<file path="config.mk">
export PLATFORM = sky130hd
export DESIGN_NAME = zt_cfg
export DESIGN_NICKNAME = d
export VERILOG_FILES = /design/src/sv/zt_pkg.sv /design/src/sv/zt_cfg.sv
export SDC_FILE = /design/constraint.sdc
export NUM_CORES = 2
export LEC_CHECK = 0
export ABC_AREA = 0
export BUFFER_PORTS_ARGS = -buffer_cell sky130_fd_sc_hd__buf_2
export CORE_MARGIN = 1
export CORE_UTILIZATION = 40
export CTS_CLUSTER_SIZE = 30
export DETAILED_ROUTE_END_ITERATION = 8
export GPL_TIMING_DRIVEN = 1
export PLACE_DENSITY = 0.59
export SLEW_MARGIN = 20
export SYNTH_ARGS = -nofsm -noshare
export SYNTH_HDL_FRONTEND = slang
export SYNTH_SLANG_ARGS = --single-unit
</file>
<file path="constraint.sdc">
create_clock -name clk -period 30.7 [get_ports clk]
set_clock_uncertainty 0.15 [all_clocks]
set_input_delay 0 -clock clk [delete_from_list [all_inputs] [get_ports clk]]
set_output_delay 0 -clock clk [all_outputs]
set_load 0.005 [all_outputs]
</file>
<file path="src/sv/zt_pkg.sv">
`timescale 1ns / 1ps
// ----------------------------------------------------------------------------
// zt_pkg: shared constants and types for the Z to T parameter converter
// Widths of the numerator, divisor and quotient datapaths, register indexes,
// status codes and the structs that pass between the sub-blocks.
// ----------------------------------------------------------------------------
package zt_pkg;

  localparam int DW    = 32;            // field width
  localparam int FB    = 16;            // fraction bits
  localparam int AW    = DW + 1;        // z +/- reference
  localparam int PW    = 2 * DW + 1;    // z12 * z21 parts
  localparam int MW    = 2 * AW + 1;    // (z11 +/- z1)(z22 +/- z2) parts
  localparam int NW    = MW + 1;        // numerator before conj(z21)
  localparam int ZZW   = 2 * DW;        // |z21|^2
  localparam int QW    = DW + 2 * FB;   // ref ratio quotient
  localparam int KW    = QW / 2;        // its square root
  localparam int CW    = $clog2(QW);    // sequencer step counter width
  localparam int SMW   = DW + KW - FB;  // scale magnitude
  localparam int SLW   = SMW / 2;
  localparam int SHW   = SMW - SLW;
  localparam int ZLW   = ZZW / 2;
  localparam int ZHW   = ZZW - ZLW;
  localparam int DENW  = SMW + ZZW;     // divisor
  localparam int NLW   = NW / 2;        // low slice of numerator for split multiply
  localparam int NHW   = NW - NLW;
  localparam int MMW   = NW + DW;       // numerator times conj(z21)
  localparam int NUMW  = MMW + FB;      // dividend magnitude
  localparam int RW    = DENW + DW;     // partial remainder
  localparam int LANES = 8;             // four complex entries
  localparam int NUM_ST = 6;
  localparam int DIV_ST = DW + 2;
  localparam int NS    = NUM_ST + DIV_ST;

  localparam int CIW = 2;
  localparam logic [CIW-1:0] REG_REF1_RE = 2'd0;
  localparam logic [CIW-1:0] REG_REF1_IM = 2'd1;
  localparam logic [CIW-1:0] REG_REF2_RE = 2'd2;
  localparam logic [CIW-1:0] REG_REF2_IM = 2'd3;

  localparam logic [1:0] STAT_OK   = 2'd0;
  localparam logic [1:0] STAT_DIV0 = 2'd1;
  localparam logic [1:0] STAT_SAT  = 2'd2;

  // 50 ohms
  localparam logic [DW-1:0] REF_RE_RST = DW'(50) << FB;

  typedef struct packed {
    logic [DW-1:0]  ref1_re;
    logic [DW-1:0]  ref1_im;
    logic [DW-1:0]  ref2_re;
    logic [DW-1:0]  ref2_im;
    logic [SMW-1:0] smag;
    logic           zero;
  } cfg_t;

  typedef struct packed {
    logic [LANES-1:0]           sgn;
    logic [LANES-1:0][NUMW-1:0] mag;
    logic [DENW-1:0]            den;
    logic                       zero;
  } num_t;

  typedef struct packed {
    logic [LANES-1:0][DW-1:0] t;
    logic [1:0]               status;
  } res_t;

endpackage

</file>
<file path="src/sv/zt_cfg.sv">
`timescale 1ns / 1ps
// ----------------------------------------------------------------------------
// zt_cfg: reference impedance registers and scale sequencer
// Holds the four registers and, after reset or a write, works out the
// divisor scale 2*|Re z2|*sqrt(|Re z1|/|Re z2|) with a serial divider,
// a serial square root and one multiply.
// ----------------------------------------------------------------------------
module zt_cfg (
  input  logic                      clk,
  input  logic                      rst,
  input  logic                      cfg_we,
  input  logic [zt_pkg::CIW-1:0]    cfg_idx,
  input  logic [zt_pkg::DW-1:0]     cfg_wdata,
  output zt_pkg::cfg_t              cfg,
  output logic                      busy
);

  localparam logic [2:0] ST_IDLE  = 3'd0;
  localparam logic [2:0] ST_START = 3'd1;
  localparam logic [2:0] ST_DIV   = 3'd2;
  localparam logic [2:0] ST_SQRT  = 3'd3;
  localparam logic [2:0] ST_MUL   = 3'd4;
  localparam logic [2:0] ST_FIN   = 3'd5;

  logic [2:0]                         state;
  logic [zt_pkg::CW-1:0]              cnt;
  logic [zt_pkg::DW-1:0]              ref1_re, ref1_im, ref2_re, ref2_im;
  logic [zt_pkg::DW:0]                rem;
  logic [zt_pkg::QW-1:0]              dvd;
  logic [zt_pkg::DW-1:0]              dvs;
  logic [zt_pkg::QW-1:0]              res;
  logic [zt_pkg::QW-1:0]              bitm;
  logic [zt_pkg::DW+zt_pkg::KW-1:0]   prod;
  logic [zt_pkg::SMW-1:0]             smag;
  logic                               zero;

  logic [zt_pkg::DW-1:0]              r1m, r2m;
  logic [zt_pkg::DW:0]                rem_sh;
  logic                               take;
  logic [zt_pkg::QW-1:0]              trial;

  assign r1m    = ref1_re[zt_pkg::DW-1] ? (~ref1_re + 1'b1) : ref1_re;
  assign r2m    = ref2_re[zt_pkg::DW-1] ? (~ref2_re + 1'b1) : ref2_re;
  assign rem_sh = {rem[zt_pkg::DW-1:0], dvd[zt_pkg::QW-1]};
  assign take   = rem_sh >= {1'b0, dvs};
  assign trial  = res + bitm;

  always_ff @(posedge clk) begin
    if (rst) begin
      ref1_re <= zt_pkg::REF_RE_RST;
      ref1_im <= '0;
      ref2_re <= zt_pkg::REF_RE_RST;
      ref2_im <= '0;
      state   <= ST_START;
    end else if (cfg_we) begin
      case (cfg_idx)
        zt_pkg::REG_REF1_RE: ref1_re <= cfg_wdata;
        zt_pkg::REG_REF1_IM: ref1_im <= cfg_wdata;
        zt_pkg::REG_REF2_RE: ref2_re <= cfg_wdata;
        zt_pkg::REG_REF2_IM: ref2_im <= cfg_wdata;
        default: ;
      endcase
      state <= ST_START;
    end else begin
      case (state)
        ST_START: begin
          if (r2m == '0) begin
            zero  <= 1'b1;
            smag  <= '0;
            state <= ST_IDLE;
          end else begin
            dvd   <= zt_pkg::QW'(r1m) << (2 * zt_pkg::FB);
            dvs   <= r2m;
            rem   <= '0;
            cnt   <= zt_pkg::CW'(zt_pkg::QW - 1);
            state <= ST_DIV;
          end
        end
        ST_DIV: begin
          rem <= take ? (rem_sh - {1'b0, dvs}) : rem_sh;
          dvd <= {dvd[zt_pkg::QW-2:0], take};
          if (cnt == '0) begin
            // quotient now sits in dvd; root is taken in place
            res   <= '0;
            bitm  <= zt_pkg::QW'(1) << (zt_pkg::QW - 2);
            cnt   <= zt_pkg::CW'(zt_pkg::KW - 1);
            state <= ST_SQRT;
          end else begin
            cnt <= cnt - 1'b1;
          end
        end
        ST_SQRT: begin
          if (dvd >= trial) begin
            dvd <= dvd - trial;
            res <= (res >> 1) + bitm;
          end else begin
            res <= res >> 1;
          end
          bitm <= bitm >> 2;
          if (cnt == '0) begin
            state <= ST_MUL;
          end else begin
            cnt <= cnt - 1'b1;
          end
        end
        ST_MUL: begin
          prod  <= (zt_pkg::DW+zt_pkg::KW)'(dvs) * (zt_pkg::DW+zt_pkg::KW)'(res[zt_pkg::KW-1:0]);
          state <= ST_FIN;
        end
        ST_FIN: begin
          smag  <= prod[zt_pkg::FB-1 +: zt_pkg::SMW];
          zero  <= prod[zt_pkg::FB-1 +: zt_pkg::SMW] == '0;
          state <= ST_IDLE;
        end
        default: state <= ST_IDLE;
      endcase
    end
  end

  assign busy        = state != ST_IDLE;
  assign cfg.ref1_re = ref1_re;
  assign cfg.ref1_im = ref1_im;
  assign cfg.ref2_re = ref2_re;
  assign cfg.ref2_im = ref2_im;
  assign cfg.smag    = smag;
  assign cfg.zero    = zero;

endmodule

</file>
* Yosys cells after proc, flatten, opt, wreduce, memory -nomap -nowiden
Index checks and enable logic that the tools add are counted.
Storage, ports and cells: logic and storage cells 90, output and inout bits 178, register bits after elaboration 505
Operators by class: reduce and logical (&&, ||, !) cells 22, equality and inequality tests 14, bitwise logic cells 5, add/subtract/negate cells 7, magnitude comparators 2, multiply operators 1, multiplexer cells 25
Operators with widths (count):
- $mux 64 | 5
- $pmux 64 s2 | 2
- $pmux 64 s3 | 1
- $mux 32 | 4
- $pmux 48 s2 | 1
- $add 32x1->32 const B | 2
- $add 63x64->64 | 1
- $add 64x64->64 | 1
- $ge 64x64->1 | 1
- $not 32->32 | 2
- $pmux 32 s2 | 1
- $sub 64x64->64 | 1
- $mul 32x32->63 | 1
- $logic_not 48->1 | 1
- $mux 48 | 1
- $ge 33x32->1 | 1
- $logic_not 32->1 | 1
- $sub 32x32->32 | 1
- $mux 6 | 3
- $pmux 6 s3 | 1
- $reduce_and 4->1 | 4
- $ne 2x2->1 const B | 6
- $pmux 3 s4 | 1
- $reduce_and 2->1 | 5
- other kinds (18) | 28

* Longest topological paths before layout
depth after elaboration 6, depth in mapped cells 31, depth with buffers taken out 28

* Worst setup path after synthesis
No wires, ideal clock.
path type register -> register, start register res[2] in the netlist's numbering, end register dvd[0] in the netlist's numbering, enable pin, library setup time 574 ps, data arrival time 9173 ps, cell stages (with the launch flop) 24, path buffers 2, path slack 20803 ps, cells stage by stage edfxtp_1 -> ha_1 -> nand3_1 -> o21ai_0 -> a21o_1 -> a311oi_1 -> o21ba_2 -> o21bai_1 -> a31oi_1 -> o21bai_1 -> a31oi_1 -> xnor2_1 -> ha_1 -> clkbuf_1 -> a21oi_1 -> o21ai_0 -> a21oi_1 -> o21bai_1 -> a21oi_1 -> o31a_1 -> o211ai_1 -> clkbuf_1 -> nor2_1 -> o21ai_0
Between the ends: cells in the longest elaborated chain, start to end 4
Ends and longest elaborated chain:
- from (decl) | line zt_cfg.sv:31 | logic [zt_pkg::QW-1:0] res;
- from (signal assigned) | line zt_cfg.sv:95 | res <= (res >> 1) + bitm;
- from (signal assigned) | line zt_cfg.sv:97 | res <= res >> 1;
- $add 64x64->64 | line zt_cfg.sv:46 | assign trial = res + bitm;
- $ge 64x64->1 | line zt_cfg.sv:93 | if (dvd >= trial) begin
- $ne 2x2->1 (no source line)
- $reduce_and 5->1 (no source line)
- to (signal assigned) | line zt_cfg.sv:72 | dvd <= zt_pkg::QW'(r1m) << (2 * zt_pkg::FB);
- to (signal assigned) | line zt_cfg.sv:81 | dvd <= {dvd[zt_pkg::QW-2:0], take};
- to (signal assigned) | line zt_cfg.sv:94 | dvd <= dvd - trial;
- to (decl) | line zt_cfg.sv:29 | logic [zt_pkg::QW-1:0] dvd;
No other way between the ends. A chain may end at the register's enable or synchronous reset.

* Final worst setup path
start register res[8] in the netlist's numbering, end register prod[62] in the netlist's numbering, data pin
Between the ends: cells in the longest elaborated chain, start to end 1
Ends and longest elaborated chain:
- $mul 32x32->63 | line zt_cfg.sv:107 | prod <= (zt_pkg::DW+zt_pkg::KW)'(dvs) * (zt_pkg::DW+zt_pkg::KW)'(res[zt_pkg::KW-1:0]);
- to (signal assigned) | line zt_cfg.sv:107
- to (decl) | line zt_cfg.sv:33 | logic [zt_pkg::DW+zt_pkg::KW-1:0] prod;
No other way between the ends.

==> metrics.md <==
| Metric | Value |
|---|---|
| Layout cells sized above 1 | `6.46%` |
| Number of enable flip-flop cells after synthesis | `327` |
| Commonest cells after routing, fill and taps aside | `inv_1 (979), nand2_1 (959), fa_1 (896), and2_1 (636), ha_1 (420)` |
| # hold bufs at CTS | `85` |
| Non-Filler Instances | `8977` |
| Critical Path AT | `9.76 ns` |
| Synth Area per Inst | `9.03 µm²` |
| Worst-path clk slew | `~0.060 ns` |
| Fill count | `14900` |
| Antenna violations before repair | `0` |
| Layout area overhead | `9.29%` |
| Setup Fix Bufs, Post-CTS | `0` |
| Synth Flop Type | `edfxtp_1` |
| Worst-Margin Slew | `1.07 ns` |
| Via total after detailed routing | `48600` |
| Maximum buffer depth of the clock tree | `3` |
| Most common cell after layout, fill and taps aside | `inv_1` |
| Sequential fraction of the synthesis area | `between 20 and 25%` |
| Post-Synthesis Cells | `~7000` |
| Antenna cells | `0` |
| CTS HTree Levels | `2` |
| Sequential Area | `12400 µm²` |
| Final Slew Violations | `0` |
| DRC Markers | `0` |
| Crit Path Max Fanout | `21` |
| Seq cells post-synth | `458` |
| Minimum clock period | `9.49 ns` |
| CP Class | `register to register` |
| First-pass GRT wire length | `293000 µm` |
| I/O pin total | `215` |
| Die Y | `395 µm` |
| Mapped Nets | `8187` |
| Mapped Area | `slightly above 60000 µm²` |
| Placed Cells | `8785` |
| Vias in the first global route | `50000` |
| Synthesis Warnings | `0` |
| Port bufs | `214` |
| Hold crit path type | `primary input to register` |
| CTS Buf Count | `58` |
| Antenna-violating nets left | `0` |
| Hpwl dp | `138000 µm` |
| Final setup fails | `0` |
| RSZ-0062 raised after global routing | `false` |
| GR Util All Layers | `24.0%` |
| Yosys cell types | `89` |
| Vias per Instance | `5.41` |
| Clk_lat worst skew | `0.70 ns` |
| Clk sinks | `around 460` |
| WL final | `187000 µm` |
| Worst Setup Start Kind | `register` |
| Required time worst endpoint | `30.97 ns` |
| Fin crit share | `30.9%` |
| Post-synth top area share | `29.1%` |
| Worst slew margin | `between 20 and 30%` |
| Final Hold Viols | `0` |
| FMAX | `105 MHz` |
| Multi-input logic area | `44200 µm²` |
| Die footprint | `156000 µm²` |
| Hold Slack | `~0.055 ns` |
| Largest net degree at the start of global routing | `80` |
| WL per Instance | `20.9 µm` |
| Status | `completed` |
| Num rows | `143` |
| GRT Residual Overflow | `0` |
| Initial core utilization | `40.4%` |
| CP Capture Type | `register` |
| Initial DRC count | `around 3800` |
| # Max-Cap Violations | `0` |
| Total negative slack | `0 ns` |
| Die width | `395 µm` |
| Post-synth top area cell | `fa_1` |
| Core area | `153000 µm²` |
| Post-CTS Resized | `0` |
| Asr flop ratio synth | `0%` |
| Ranking of synthesized cells by area | `fa_1 (29%), edfxtp_1 (16%), ha_1 (8.5%), and2_1 (6.4%), inv_1 (6.0%)` |
| TritonCTS clock tree | `yes` |
| Global placer's final weighted congestion | `0.911` |
| Drt first pass iters | `5` |
| Layout Nets | `approximately 8300` |
| Root Buffer | `clkbuf_16` |
-- synth_stat cells (12+ instances only) --
library cell,number
o21a_1,22
a21o_1,92
and4_1,16
buf_1,24
and3_1,58
fa_1,896
nor4_1,29
or4_1,15
mux2i_1,52
nand3_1,71
nand2b_1,23
edfxtp_1,327
o31ai_1,31
nor2b_1,35
xnor2_1,176
nor2_1,287
and2_1,636
inv_1,979
nor3_1,49
nand2_1,959
ha_1,420
xor2_1,131
dfxtp_1,131
or3_1,31
a21oi_1,351
o211ai_1,12
nand4_1,71
o21ai_0,192
a31o_2,13
clkbuf_1,360
a31oi_1,81
o21bai_1,45
a211oi_1,48
-- cell type report --
cell class,count,area share (%)
multi-input cells,5008,65.5
inverters,981,5.46
clock buffers,83,2.40
flip-flops and latches,458,18.5
repair buffers,393,3.90
well taps,2030,3.77
clock inverters,24,0.482
-- critical path: stages, from the launching register on --
cell and delay (ns):
edfxtp_1 0.75, buf_4 0.42, nand2_1 0.13, fa_1 0.56, inv_1 0.06, fa_1 0.54
inv_1 0.06, fa_1 0.53, inv_1 0.06, fa_1 0.50, inv_1 0.05, fa_1 0.56
fa_1 0.47, fa_1 0.51, fa_1 0.51, inv_1 0.04, ha_1 0.41, nand3_1 0.14
nor2_1 0.43, nand4_1 0.21, nor4_2 0.58, nor4_1 0.32, o31ai_1 0.57, nand3_1 0.19
o211ai_1 0.25, a31oi_1 0.13, xnor2_1 0.13
-- per-layer routing --
metal / vias to the layer above / GRT usage (%) / share of wire [%]
li1: 22200 / - / -
met1: 24400 / 32.1 / 43
met2: 1728 / 38.8 / 46
met3: 303 / 5.24 / 8.0
met4: 0 / 7.25 / 3.2
met5: - / 0 / 0
-- state kept, by name, summed over array words and instances, names as in the netlist --
| name | cells |
|---|---|
| smag | 48 |
| zero | 1 |
| dvs | 32 |
| ref2_re | 32 |
| dvd | 64 |
| rem | 32 |
| ref2_im | 32 |
| ref1_re | 32 |
| prod | 48 |
| cnt | 6 |
| ref1_im | 32 |
| state | 3 |
| res | 64 |
| bitm | 32 |
-- cell families after synthesis --
kind of cell             after synthesis  synth area share (%)
AND/OR/NAND/NOR                     2321                  18.5
buffers and inverters               1368                  8.33
adder cells (fa/ha/maj)             1316                  37.6
AO/OA/AOI/OAI                       1011                  10.2
flip-flops                           458                  20.2
XOR/XNOR                             307                  4.36
multiplexers                          53                 0.862
-- path summary, 6_finish.rpt --
kind	start	end	slack [ns]	cells past startpoint
hold reg to reg	ref2_im[3]	ref2_im[3]	0.30	2
setup / recovery	res[8]	prod[62]	21.21	26
hold / removal	cfg_wdata[2]	ref2_re[2]	0.05	4
setup reg to reg	res[8]	prod[62]	21.21	26
-- through the flow --
| stage | util [%] | worst slack (ns) | area, µm² |
|---|---|---|---|
| global route | 44.2 | 20.77 | 67400 |
| global placement | 42.4 | 21.06 | 64600 |
| finish | 44.2 | 21.21 | 67400 |
| CTS | 44.2 | 20.85 | 67400 |
| detailed placement | 42.4 | 20.86 | 64600 |
| floorplan | - | 20.80 | 61700 |
Power is not shown: default switching activity piles up to over one toggle a cycle in this logic, so the estimate is an artifact.
